--- src/hw/rtl/ptsb_pkg.sv ---
// Package: shared types and constants of the periodic timer slot bank
`default_nettype none
package ptsb_pkg;
   localparam int SLOTS = 16;
   localparam int SLOT_W = $clog2(SLOTS);
   localparam int CNT_W = 5;

   typedef enum logic [2:0] {
      OP_TICK = 3'd0, OP_ADD = 3'd1, OP_SET_RATE = 3'd2, OP_REMOVE = 3'd3,
      OP_RESUME = 3'd4, OP_STOP = 3'd5, OP_SERVICE = 3'd6, OP_CLEAR = 3'd7
   } opcode_type;

   typedef enum logic [2:0] {
      ST_OK = 3'd0, ST_NOT_FOUND = 3'd1, ST_NO_FREE = 3'd2,
      ST_NOT_CONFIG = 3'd3, ST_BAD_ARG = 3'd4
   } status_type;

   typedef enum logic [2:0] {
      S_IDLE, S_SCAN, S_DIV, S_SERV, S_SERV_WAIT, S_RESP
   } state_type;

   // divider control and status
   typedef struct packed {
      logic start;
   } div_ctl_type;

   typedef struct packed {
      logic        done;
      logic [15:0] quotient;
   } div_sts_type;
endpackage
`default_nettype wire

--- src/hw/rtl/ptsb_divider.sv ---
// Restoring serial divider: 32-bit dividend over a 16-bit divisor, low 16 quotient bits out
`default_nettype none
module ptsb_divider (
   input  wire logic                  clock,
   input  wire logic                  reset,
   input  wire ptsb_pkg::div_ctl_type ctl,
   input  wire logic [31:0]           dividend,
   input  wire logic [15:0]           divisor,
   output ptsb_pkg::div_sts_type      sts
);
   import ptsb_pkg::*;

   logic [31:0] quo_ff, quo_in;
   logic [16:0] rem_ff, rem_in;
   logic [15:0] dsr_ff, dsr_in;
   logic [5:0]  cnt_ff, cnt_in;
   logic        busy_ff, busy_in;
   logic [16:0] shifted;
   logic [16:0] diff;

   // one quotient bit per cycle
   always_comb begin
      quo_in  = quo_ff;
      rem_in  = rem_ff;
      dsr_in  = dsr_ff;
      cnt_in  = cnt_ff;
      busy_in = busy_ff;
      shifted = {rem_ff[15:0], quo_ff[31]};
      diff    = shifted - {1'b0, dsr_ff};
      if (ctl.start) begin
         quo_in  = dividend;
         rem_in  = '0;
         dsr_in  = divisor;
         cnt_in  = 6'd32;
         busy_in = 1'b1;
      end else if (busy_ff) begin
         if (shifted >= {1'b0, dsr_ff}) begin
            rem_in = diff;
            quo_in = {quo_ff[30:0], 1'b1};
         end else begin
            rem_in = shifted;
            quo_in = {quo_ff[30:0], 1'b0};
         end
         cnt_in = cnt_ff - 6'd1;
         if (cnt_ff == 6'd1) busy_in = 1'b0;
      end
   end

   always_ff @(posedge clock) begin
      quo_ff <= quo_in;
      rem_ff <= rem_in;
      dsr_ff <= dsr_in;
      if (reset) begin
         cnt_ff  <= '0;
         busy_ff <= 1'b0;
      end else begin
         cnt_ff  <= cnt_in;
         busy_ff <= busy_in;
      end
   end

   assign sts.done     = busy_ff && (cnt_ff == 6'd1);
   assign sts.quotient = quo_in[15:0];
endmodule
`default_nettype wire

--- src/hw/rtl/periodic_timer_slot_bank_core.sv ---
// Top level: bank of periodic timer slots with a serial slot scan and divider
//
// Usage: one request word (opcode, client_id, rate) is taken on the req_
// channel when req_valid is high and req_stall low. Each request gives one
// response word on the rsp_ channel, except service, which gives one word per
// fired slot (rsp_last marks the final one), or a single empty word.
// Requests are handled one at a time; req_stall is high while busy and until
// the final response word is taken, so the next request is taken in the cycle after.
// Clear goes straight to its response; a request rejected on its arguments or
// on a missing base_frequency is answered without a slot walk; tick and a
// lookup that ends without the divider walk the slots one per cycle; add and
// set_rate then run the 32-step serial divider.
// Service walks the slots one per cycle while the response is not stalled and
// sends a word for each fired slot; the empty word comes after the walk.
// A stalled response is held unchanged until taken; the slot walk waits.
// The csr_ port writes base_frequency; write only while idle.
// Reset (synchronous) frees all slots and clears base_frequency and the
// error flag; the block is ready in the next cycle.
`default_nettype none
module periodic_timer_slot_bank_core (
   input  wire logic        clock,
   input  wire logic        reset,
   input  wire logic        csr_wr_en,
   input  wire logic [31:0] csr_wr_data,
   input  wire logic        req_valid,
   output logic             req_stall,
   input  wire logic [2:0]  req_opcode,
   input  wire logic [15:0] req_client_id,
   input  wire logic [15:0] req_rate,
   output logic             rsp_valid,
   input  wire logic        rsp_stall,
   output logic [2:0]       rsp_status,
   output logic             rsp_fire_valid,
   output logic [15:0]      rsp_fired_id,
   output logic             rsp_last,
   output logic [4:0]       rsp_active_count,
   output logic             rsp_error_flag
);
   import ptsb_pkg::*;

   // slot state: flip-flops with reset values
   logic [15:0] key_ff [SLOTS];
   logic [15:0] cnt_ff [SLOTS];
   logic [15:0] rld_ff [SLOTS];
   logic [SLOTS-1:0] run_ff, fired_ff;
   logic [CNT_W-1:0] alloc_ff;
   logic err_ff;
   logic [31:0] base_ff;

   state_type state_ff, state_in;
   opcode_type op_ff;
   logic [15:0] id_ff, rate_ff;
   logic [SLOT_W:0] idx_ff, idx_in;
   logic [SLOT_W-1:0] hit_ff, hit_in;
   logic found_ff, found_in;
   logic [SLOT_W:0] nserv_ff, nserv_in;
   logic [SLOT_W-1:0] sidx;
   logic [SLOTS-1:0] upper_fired;

   // response register
   logic rv_ff;
   status_type rst_ff;
   logic rfv_ff, rlast_ff;
   logic [15:0] rid_ff;
   logic [CNT_W-1:0] rcnt_ff;
   logic rerr_ff;

   div_ctl_type dctl;
   div_sts_type dsts;

   logic accept, rsp_take, rsp_free;
   logic scan_end;
   logic [15:0] dec;
   logic emit, emit_last, emit_fv;
   status_type emit_st;
   logic [15:0] emit_id;
   logic precheck_done;
   status_type pre_st;

   assign accept   = req_valid && !req_stall;
   assign rsp_take = rv_ff && !rsp_stall;
   assign rsp_free = !rv_ff || !rsp_stall;
   assign sidx     = idx_ff[SLOT_W-1:0];
   assign scan_end = (idx_ff == (SLOT_W+1)'(SLOTS - 1));
   assign dec      = cnt_ff[sidx] - 16'd1;
   // fired slots above the one under the walk
   assign upper_fired = fired_ff & ({SLOTS{1'b1}} << (idx_ff + 1'b1));

   ptsb_divider u_div (
      .clock(clock), .reset(reset), .ctl(dctl),
      .dividend(base_ff), .divisor(rate_ff), .sts(dsts)
   );

   // early rejection of management requests
   always_comb begin
      precheck_done = 1'b1;
      pre_st = ST_OK;
      if (base_ff == 32'd0) pre_st = ST_NOT_CONFIG;
      else if (id_ff == 16'd0 ||
               ((op_ff == OP_ADD || op_ff == OP_SET_RATE) && rate_ff == 16'd0))
         pre_st = ST_BAD_ARG;
      else precheck_done = 1'b0;
   end

   // next state
   always_comb begin
      state_in = state_ff;
      unique case (state_ff)
         S_IDLE: if (accept) begin
            if (req_opcode == OP_SERVICE) state_in = S_SERV;
            else if (req_opcode == OP_CLEAR) state_in = S_RESP;
            else state_in = S_SCAN;
         end
         S_SCAN: begin
            if (op_ff != OP_TICK && precheck_done) state_in = S_RESP;
            else if (scan_end) begin
               if ((op_ff == OP_ADD || op_ff == OP_SET_RATE) &&
                   (found_ff || (op_ff == OP_ADD ? key_ff[sidx] == 16'd0
                                                 : key_ff[sidx] == id_ff)))
                  state_in = S_DIV;
               else state_in = S_RESP;
            end
         end
         S_DIV:  if (dsts.done) state_in = S_RESP;
         S_SERV: if (rsp_free) begin
            if (idx_ff == (SLOT_W+1)'(SLOTS)) state_in = S_SERV_WAIT;
            else if (fired_ff[sidx] && scan_end) state_in = S_SERV_WAIT;
         end
         S_SERV_WAIT: if (rsp_free) state_in = S_IDLE;
         S_RESP: if (rsp_free) state_in = S_IDLE;
         default: state_in = S_IDLE;
      endcase
   end

   // outputs and scan control
   always_comb begin
      idx_in = idx_ff;
      hit_in = hit_ff;
      found_in = found_ff;
      nserv_in = nserv_ff;
      dctl.start = 1'b0;
      emit = 1'b0;
      emit_last = 1'b1;
      emit_fv = 1'b0;
      emit_id = 16'd0;
      emit_st = ST_OK;
      unique case (state_ff)
         S_IDLE: begin
            idx_in = '0;
            found_in = 1'b0;
            nserv_in = '0;
         end
         S_SCAN: begin
            if (!found_ff && ((op_ff == OP_ADD && key_ff[sidx] == 16'd0) ||
                (op_ff != OP_ADD && key_ff[sidx] == id_ff))) begin
               found_in = 1'b1;
               hit_in = sidx;
            end
            idx_in = idx_ff + 1'b1;
            if (state_in == S_DIV) dctl.start = 1'b1;
         end
         S_SERV: if (rsp_free && idx_ff != (SLOT_W+1)'(SLOTS)) begin
            idx_in = idx_ff + 1'b1;
            if (fired_ff[sidx]) begin
               emit = 1'b1;
               emit_fv = 1'b1;
               emit_id = key_ff[sidx];
               emit_last = (upper_fired == '0);
               nserv_in = nserv_ff + 1'b1;
            end
         end
         default: ;
      endcase
   end

   // slot state, base register and request capture
   always_ff @(posedge clock) begin
      if (reset) begin
         state_ff <= S_IDLE;
         base_ff <= '0;
         run_ff <= '0;
         fired_ff <= '0;
         alloc_ff <= '0;
         err_ff <= 1'b0;
         idx_ff <= '0;
         found_ff <= 1'b0;
         nserv_ff <= '0;
         for (int i = 0; i < SLOTS; i++) begin
            key_ff[i] <= '0;
            cnt_ff[i] <= '0;
            rld_ff[i] <= '0;
         end
      end else begin
         state_ff <= state_in;
         idx_ff <= idx_in;
         hit_ff <= hit_in;
         found_ff <= found_in;
         nserv_ff <= nserv_in;
         if (csr_wr_en) base_ff <= csr_wr_data;
         if (accept) begin
            op_ff <= opcode_type'(req_opcode);
            id_ff <= req_client_id;
            rate_ff <= req_rate;
            if (req_opcode == OP_CLEAR) begin
               run_ff <= '0;
               fired_ff <= '0;
               alloc_ff <= '0;
               err_ff <= 1'b0;
               for (int i = 0; i < SLOTS; i++) begin
                  key_ff[i] <= '0;
                  cnt_ff[i] <= '0;
                  rld_ff[i] <= '0;
               end
            end
         end
         // tick one slot per cycle
         if (state_ff == S_SCAN && op_ff == OP_TICK && run_ff[sidx]) begin
            if (dec == 16'd0) begin
               cnt_ff[sidx] <= rld_ff[sidx];
               fired_ff[sidx] <= 1'b1;
            end else cnt_ff[sidx] <= dec;
         end
         if (state_ff == S_SERV && emit) fired_ff[sidx] <= 1'b0;
         // finish management ops at the end of the slot scan, before the response is produced
         if (state_ff == S_SCAN && op_ff != OP_TICK && !precheck_done &&
             scan_end && state_in == S_RESP) begin
            if (op_ff == OP_ADD) err_ff <= 1'b1;
            else if (found_in) begin
               unique case (op_ff)
                  OP_REMOVE: begin
                     key_ff[hit_in] <= '0;
                     cnt_ff[hit_in] <= '0;
                     rld_ff[hit_in] <= '0;
                     run_ff[hit_in] <= 1'b0;
                     fired_ff[hit_in] <= 1'b0;
                     if (alloc_ff != '0) alloc_ff <= alloc_ff - 1'b1;
                  end
                  OP_RESUME: run_ff[hit_in] <= 1'b1;
                  OP_STOP: begin
                     run_ff[hit_in] <= 1'b0;
                     fired_ff[hit_in] <= 1'b0;
                  end
                  default: ;
               endcase
            end
         end
         if (state_ff == S_DIV && dsts.done) begin
            rld_ff[hit_ff] <= dsts.quotient;
            cnt_ff[hit_ff] <= dsts.quotient;
            if (op_ff == OP_ADD) begin
               key_ff[hit_ff] <= id_ff;
               run_ff[hit_ff] <= 1'b1;
               fired_ff[hit_ff] <= 1'b0;
               if (alloc_ff != 5'd31) alloc_ff <= alloc_ff + 1'b1;
            end
         end
      end
   end

   // result status of a single-word response
   status_type fin_st_ff;
   always_ff @(posedge clock) begin
      if (state_ff == S_IDLE) fin_st_ff <= ST_OK;
      else if (state_ff == S_SCAN && op_ff != OP_TICK) begin
         if (precheck_done) fin_st_ff <= pre_st;
         else if (scan_end && !found_in)
            fin_st_ff <= (op_ff == OP_ADD) ? ST_NO_FREE : ST_NOT_FOUND;
      end
   end

   // response register; counts read after the state update lands
   always_ff @(posedge clock) begin
      if (reset) begin
         rv_ff <= 1'b0;
      end else begin
         if (emit) begin
            rv_ff <= 1'b1;
            rst_ff <= emit_st;
            rfv_ff <= emit_fv;
            rid_ff <= emit_id;
            rlast_ff <= emit_last;
            rcnt_ff <= alloc_ff;
            rerr_ff <= err_ff;
         end else if (state_ff == S_RESP && rsp_free) begin
            rv_ff <= 1'b1;
            rst_ff <= fin_st_ff;
            rfv_ff <= 1'b0;
            rid_ff <= '0;
            rlast_ff <= 1'b1;
            rcnt_ff <= alloc_ff;
            rerr_ff <= err_ff;
         end else if (state_ff == S_SERV_WAIT && rsp_free && nserv_ff == '0) begin
            // nothing fired: send the single empty word
            rv_ff <= 1'b1;
            rst_ff <= ST_OK;
            rfv_ff <= 1'b0;
            rid_ff <= '0;
            rlast_ff <= 1'b1;
            rcnt_ff <= alloc_ff;
            rerr_ff <= err_ff;
         end else if (rsp_take) begin
            rv_ff <= 1'b0;
         end
      end
   end

   assign req_stall        = (state_ff != S_IDLE) || rv_ff;
   assign rsp_valid        = rv_ff;
   assign rsp_status       = rst_ff;
   assign rsp_fire_valid   = rfv_ff;
   assign rsp_fired_id     = rid_ff;
   assign rsp_last         = rlast_ff;
   assign rsp_active_count = rcnt_ff;
   assign rsp_error_flag   = rerr_ff;
endmodule
`default_nettype wire

--- config.mk ---
export PLATFORM = sky130hd
export DESIGN_NAME = periodic_timer_slot_bank_core
export DESIGN_NICKNAME = d
export VERILOG_FILES = /design/src/hw/rtl/ptsb_pkg.sv /design/src/hw/rtl/ptsb_divider.sv /design/src/hw/rtl/periodic_timer_slot_bank_core.sv
export SDC_FILE = /design/constraint.sdc
export NUM_CORES = 2
export LEC_CHECK = 0
export BUFFER_PORTS_ARGS = -buffer_cell sky130_fd_sc_hd__buf_2
export CAP_MARGIN = 20
export CORE_MARGIN = 1.5
export CORE_UTILIZATION = 25
export DETAILED_ROUTE_END_ITERATION = 7
export HOLD_SLACK_MARGIN = 0.02
export SYNTH_ARGS = -nofsm -noshare
export SYNTH_HDL_FRONTEND = slang
export SYNTH_HIERARCHICAL = 1
export SYNTH_SLANG_ARGS = --single-unit
--- constraint.sdc ---
create_clock -name clock -period 5.15 [get_ports clock]
set_clock_uncertainty 0.1 [all_clocks]
set_input_delay 0 -clock clock [delete_from_list [all_inputs] [get_ports clock]]
set_output_delay 0 -clock clock [all_outputs]
set_load 0.03 [all_outputs]
# After elaboration in Yosys (flattened, before gate mapping)
# Memories as Yosys holds them, arrays and structs flattened. A register that Yosys moved wholly into a read port is not among the register bits.
# Cells that the tools add are included.
totals:
  ramBits: 768
  register_bits: 225
  input_bits: 72
  elab_cells: 422
  latchBits: 0
  rom_bits: 0
  n_memories: 3
  out_inout_bits: 29
mem_list:
  columns: ["name", "depth", "width", "read_ports", "rd_ports_with_merged_regs", "write_ports", "line", "text"]
  rows:
  - ["cnt_ff", 16, 16, 1, 1, 16, "periodic_timer_slot_bank_core.sv:43", "logic [15:0] cnt_ff [SLOTS];"]
  - ["key_ff", 16, 16, 1, 1, 16, "periodic_timer_slot_bank_core.sv:42", "logic [15:0] key_ff [SLOTS];"]
  - ["rld_ff", 16, 16, 1, 1, 16, "periodic_timer_slot_bank_core.sv:44", "logic [15:0] rld_ff [SLOTS];"]
op_classes:
  n_eq_ne: 23
  bitwise: 61
  muxes: 221
  add_sub_neg: 7
  reduce_logical: 71
  n_shift: 1
  multipliers: 0
  n_div: 0
  n_lt_le_gt_ge: 7
ops:
  columns: ["operator", "count"]
  rows:
  - ["16-bit 2-to-1 mux", 87]
  - ["16-bit OR reduction", 7]
  - ["16-bit AND", 5]
  - ["16-bit zero test", 5]
  - ["5-bit 2-to-1 mux", 16]
  - ["1-bit 2-to-1 mux", 71]
  - ["32-bit 2-to-1 mux", 2]
  - ["4-bit 2-to-1 mux", 15]
  - ["3-bit 2-to-1 mux", 17]
  - ["1-bit bitwise OR", 49]
  - ["16-bit inverter", 3]
  - ["16-bit bitwise OR", 3]
  - ["32-bit zero test", 1]
  - ["16-bit case mux with 2 select lines", 1]
  - ["1-bit logical AND", 26]
  - ["3-bit == test, second input constant", 7]
  - ["17-bit by 16-bit greater-or-equal comparator with 1-bit output", 1]
  - ["16-bit == test", 1]
  - ["16-bit by 5-bit left shift with 16-bit output, first input constant", 1]
  - ["16-bit by 1-bit subtractor with 16-bit output, second input constant", 1]
  - ["16-bit subtractor", 1]
  - ["5-bit by 1-bit adder with 5-bit output, second input constant", 3]
  - ["3-bit by 2-bit == test with 1-bit output, second input constant", 5]
  - ["4-bit by 5-bit less-than comparator with 1-bit output, second input constant", 3]
  - ["other kinds (30)", 60]

# Longest topological paths before layout
depth:
  word_depth: 22
  depth_mapped: 25
  depth_no_buf: 16

# Hierarchy
# The synthesis kept the hierarchy.
modules_own_cells:
  columns: ["mod", "n_inst", "seq_area_each_um2", "cells_each", "area_per_inst_um2"]
  rows:
  - ["periodic_timer_slot_bank_core", 1, 26885.8, 3246, 43025.0]
  - ["ptsb_divider", 1, 1741.7, 378, 3734.8]

# Least setup slack after synthesis
# No wires, ideal clock.
synth_timing:
  path_kind: "reg-to-reg"
  from: "register with a tool-made name"
  to: "memory cnt_ff[8][0], data pin"
  path_slack_ns: -0.329
  period_less_slack_ns: 5.479
  stages_incl_launch_ff: 23
  n_path_buf: 7
  t_arrival_ns: 5.106
  path_cell_list: "dfxtp_1 -> buf_6 -> buf_8 -> buf_6 -> mux4_2 -> xnor2_1 -> nand2_1 -> a221oi_1 -> o221ai_1 -> nor4_4 -> a22o_1 -> o21ai_0 -> or4b_2 -> inv_1 -> clkbuf_1 -> clkbuf_1 -> o21ai_0 -> buf_4 -> nand2_1 -> o21ai_0 -> a21oi_2 -> buf_2 -> nor2_1"
synth_lines:
  columns: ["item", "line"]
  rows:
  - ["to (decl)", "periodic_timer_slot_bank_core.sv:43"]

==> results.md <==
* Outcome: complete, but fails checks
* Violated checks: design-rule violations
* Clock latency of the later-clocked register in the worst-skew pair at 0.75 ns
* Number of design-rule violations left by the first detailed-router iteration at 3834
* Post-Synth XOR/XNOR Area at 0.0109
* Synthesized netlist cell count at around 3600
* Multiplexer share of the synthesized area at 0.132
* Dpl cells at 6307
* Hpwl dp at 100000 um
* Proportion of power drawn by combinational gates at 0.098
* Power density normalized to cell area at around 320 nW/um^2
* FMAX at roughly 0.2 GHz
* Clock-pin slew of the registers on the worst-case setup and hold paths at 0.06 ns
* Highest net fanout along the worst path at 16
* Overall routed net length at 149000 um
* Most frequent cells after synthesis: nor2_1 (955), edfxtp_1 (866), nand2_1 (218)
* Final number of hold-violating endpoints at 0
* Final worst hold slack at 0.191 ns
* Worst slew slack as a fraction of its limit at 0.279
* Root buf cell: clkbuf_16
* Clock buffer count from CTS at 99
* Full die area at between 150000 and 200000 sq um
* Final total power at between 0.015 and 0.02 W
* Largest cells by area after synthesis: edfxtp_1 (56%), mux4_2 (10%), nor2_1 (7.7%)
* Share of synthesized area occupied by flip-flops and latches at 0.612
* Unrepaired setup endpoints after global routing: false
* Detail Route Antenna Nets at 0
* Proportion of netlist area held by the largest area contributor at 0.556
* Final Critical Period at 4.98 ns
* Cell area after placement at 52500 sq um
* Number of clock sinks at between 900 and 1000
* Critical path start-end classification: reg -> reg
* Clock H-tree levels at 3
* Initial cell density of the core at 0.252
* Final setup violating endpoints at 0
* # port buffers at 100
* Via count of the first global-routing pass at 32705
* Switching power at 0.00440 W
* Number of distinct standard cells referenced by the synthesized netlist at 105
* MaxCap Viol Count at 0
* Simple-gate area share of the yosys netlist at 0.138
* Register-to-Register Path Depth at 20
* Via count at between 30000 and 40000
* Pin count of the biggest net entering global routing at 68
* Non-filler instance count after layout at about 6700
* Fraction of registers with async set or reset after synthesis at 0
* Number of optimization iterations in the first detailed-route pass at 8
* Type of the most critical hold path: in -> reg
* Grt total ovfl at 0
* Least-Margin Pin Slew at 1.08 ns
* Maximum clock insertion buffer count at 3
* Initial antenna violation count at 8
* Most used flip-flop cell after synthesis: edfxtp_1
* Total I/O pin count at roughly 100
* Detailed-route wire length per cell at between 20 and 25 um
* Crit share post-route at 0.967
* Synthesized area per cell at ~13 sq um
* Number of filler cells placed in the layout at 18313
* YS warnings at 6
* Switching power share of the total at 0.239
* Number of nets at the end of the flow at 4247
* Internal power contribution at 0.0140 W
* Synthesized netlist net count at around 3700
* Vias per cell at 4.96
* Dominant combinational cell family by area after synthesis: simple AND/OR/NAND/NOR gates
* Placer congestion estimate at 0.898
* Most frequent cell after synthesis: nor2_1
* Highest ir drop seen on vdd at 0.000259 V
* TritonCTS clock tree: yes
* Pre-CTS WS at -0.199 ns
* Area growth from synthesis to layout at 24.2%
* Leak pwr at 19.7 nW
* Share of synthesized cell area in full adder, half adder and majority cells at 0.00926
* Die height at 435 um
* Count of flip-flops with a built-in enable after synthesis at 866
* Horiz. Die Dim at 435 um
* Flip-flop and latch count after synthesis at 997
* Top cell type by total area after synthesis: edfxtp_1
* Final worst-path setup slack at 0.172 ns
* Compound-Gate Fraction of Synth Area at 0.0630
* CP required at between 5 and 6 ns
* Element type at the critical path end: register
* DR DRC count at 4
* Depth of the worst hold-timing path at 4
* Aggregate global-route resource usage at 0.153
* Count of pins over their slew limit at 0
* Critical path data arrival time at 5.33 ns
* Share of cells above drive strength 1 at 0.232
* Share of power burned in registers at 0.503
* Portion of total power attributed to the clock network at 0.400
* Design Area, Final at 58100 sq um
* Global-route wire length before repair at 218000 um
* Synthesized cell area at 46800 sq um
* Site row count at approximately 160
* Area inside the core boundary at 186000 sq um
* Startpoint class of the critical path: register
## layout by cell type, fill, tap and decap left out, types with 27 or more instances in the layout
| master | Yosys | final |
|---|---|---|
| buf_4 | 40 | 311 |
| nor4_1 | 30 | 30 |
| a21oi_1 | 41 | 39 |
| nor2_1 | 955 | 953 |
| buf_12 | 0 | 62 |
| nand3_1 | 30 | 30 |
| ha_1 | 33 | 33 |
| xnor2_1 | 34 | 34 |
| clkbuf_16 | 0 | 101 |
| o21ai_0 | 60 | 57 |
| edfxtp_1 | 866 | 866 |
| dlygate4sd3_1 | 0 | 201 |
| mux2_2 | 29 | 29 |
| nand2b_1 | 30 | 30 |
| nand2_2 | 32 | 32 |
| mux4_2 | 211 | 211 |
| nand2_1 | 218 | 218 |
| dfxtp_1 | 131 | 126 |
| nor3_1 | 53 | 51 |
| inv_1 | 45 | 44 |
| mux2i_1 | 103 | 102 |
| clkinv_1 | 1 | 27 |
| buf_2 | 78 | 99 |
| a22oi_1 | 48 | 48 |
## area by class of cell
class | count | area (sq um) | area share
flip-flops and latches | 997 | 28600 | 0.493
multi-input cells | 2312 | 16600 | 0.286
repair buffers | 683 | 6290 | 0.108
well taps | 2480 | 3100 | 0.0534
clock buffers | 126 | 2590 | 0.0446
clock inverters | 58 | 642 | 0.0110
inverters | 48 | 189 | 0.00325
diodes | 4 | 10.0 | 0.000172
## cells by family (layout without fill, tap and decap cells)
group	after synthesis	after routing
adders and majority gates	34	34
DFF	997	997
AOI/OAI and AO/OA	381	382
other	0	4
muxes	346	346
and+or+nand+nor	1492	1492
buffers and inverters	316	915
xor gates and xnor gates	58	58
## sequential cells by signal, summed over array words and instances, names as in the netlist, 32 cells and up, named ones only
signal,cells
cnt_ff,256
key_ff,256
rld_ff,256
base_ff,32
u_div/quo_ff,32
## critical path: stages, from the launching register on
cell and delay, ns:
dfxtp_4 0.41, buf_4 0.25, nand2_1 0.15, buf_4 0.17, buf_4 0.14, o22ai_1 0.33
a221oi_4 0.08, xnor2_1 0.28, o221ai_2 0.17, nor4_4 0.28, a22o_1 0.27, o21ai_1 0.11
or4b_4 0.61, clkinvlp_4 0.18, buf_12 0.12, o21ai_0 0.12, nand2_1 0.19, o21ai_0 0.21
a21oi_2 0.27, buf_12 0.18, nor2_1 0.04
## per-layer routing
metal | vias to the layer above | wire, um | track usage
met4 | 0 | 5660 | 0.0558
met1 | 16881 | 60000 | 0.201
li1 | 14434 | - | -
met5 | - | 0 | 0
met2 | 1634 | 71200 | 0.251
met3 | 297 | 12400 | 0.0259
## stage by stage
step | util | setup TNS, ns
after floorplan | - | 0
after global placement | 0.283 | -17.76
after detailed placement | 0.283 | -17.86
after CTS | 0.312 | 0
after global routing | 0.313 | 0
final | 0.313 | 0
## power by group through the flow
stage	sequential (W)	combinational (W)	clock [W]
after global routing	0.00927	0.00190	0.00775
after global placement	0.00941	0.00159	0
final	0.00924	0.00179	0.00734
after floorplan	0.00935	0.000954	0
after detailed placement	0.00942	0.00160	0
after CTS	0.00924	0.00176	0.00744
## worst paths after layout
kind / endpoint / slack [ns] / start
worst max-delay path: cnt_ff[5][6]$_SDFFCE_PN0P_ / 0.17 / register
worst min-delay path: rsp_valid$_SDFFE_PP0P_ / 0.19 / rsp_stall
worst max register to register: cnt_ff[5][6]$_SDFFCE_PN0P_ / 0.17 / register
worst min register to register: u_div/dsr_ff[1]$_DFFE_PP_ / 0.34 / rate_ff[1]$_DFFE_PP_
## timing repair
action	in CTS	in global routing
gates cloned	1	3
endpoints found under the hold margin	118	0
pin swaps	1	5
buffers inserted	7	2
setup endpoints to repair	248	428
hold buffers	201	0
gates resized for setup	5	25
No activity file was read; power rests on OpenSTA's default activity.
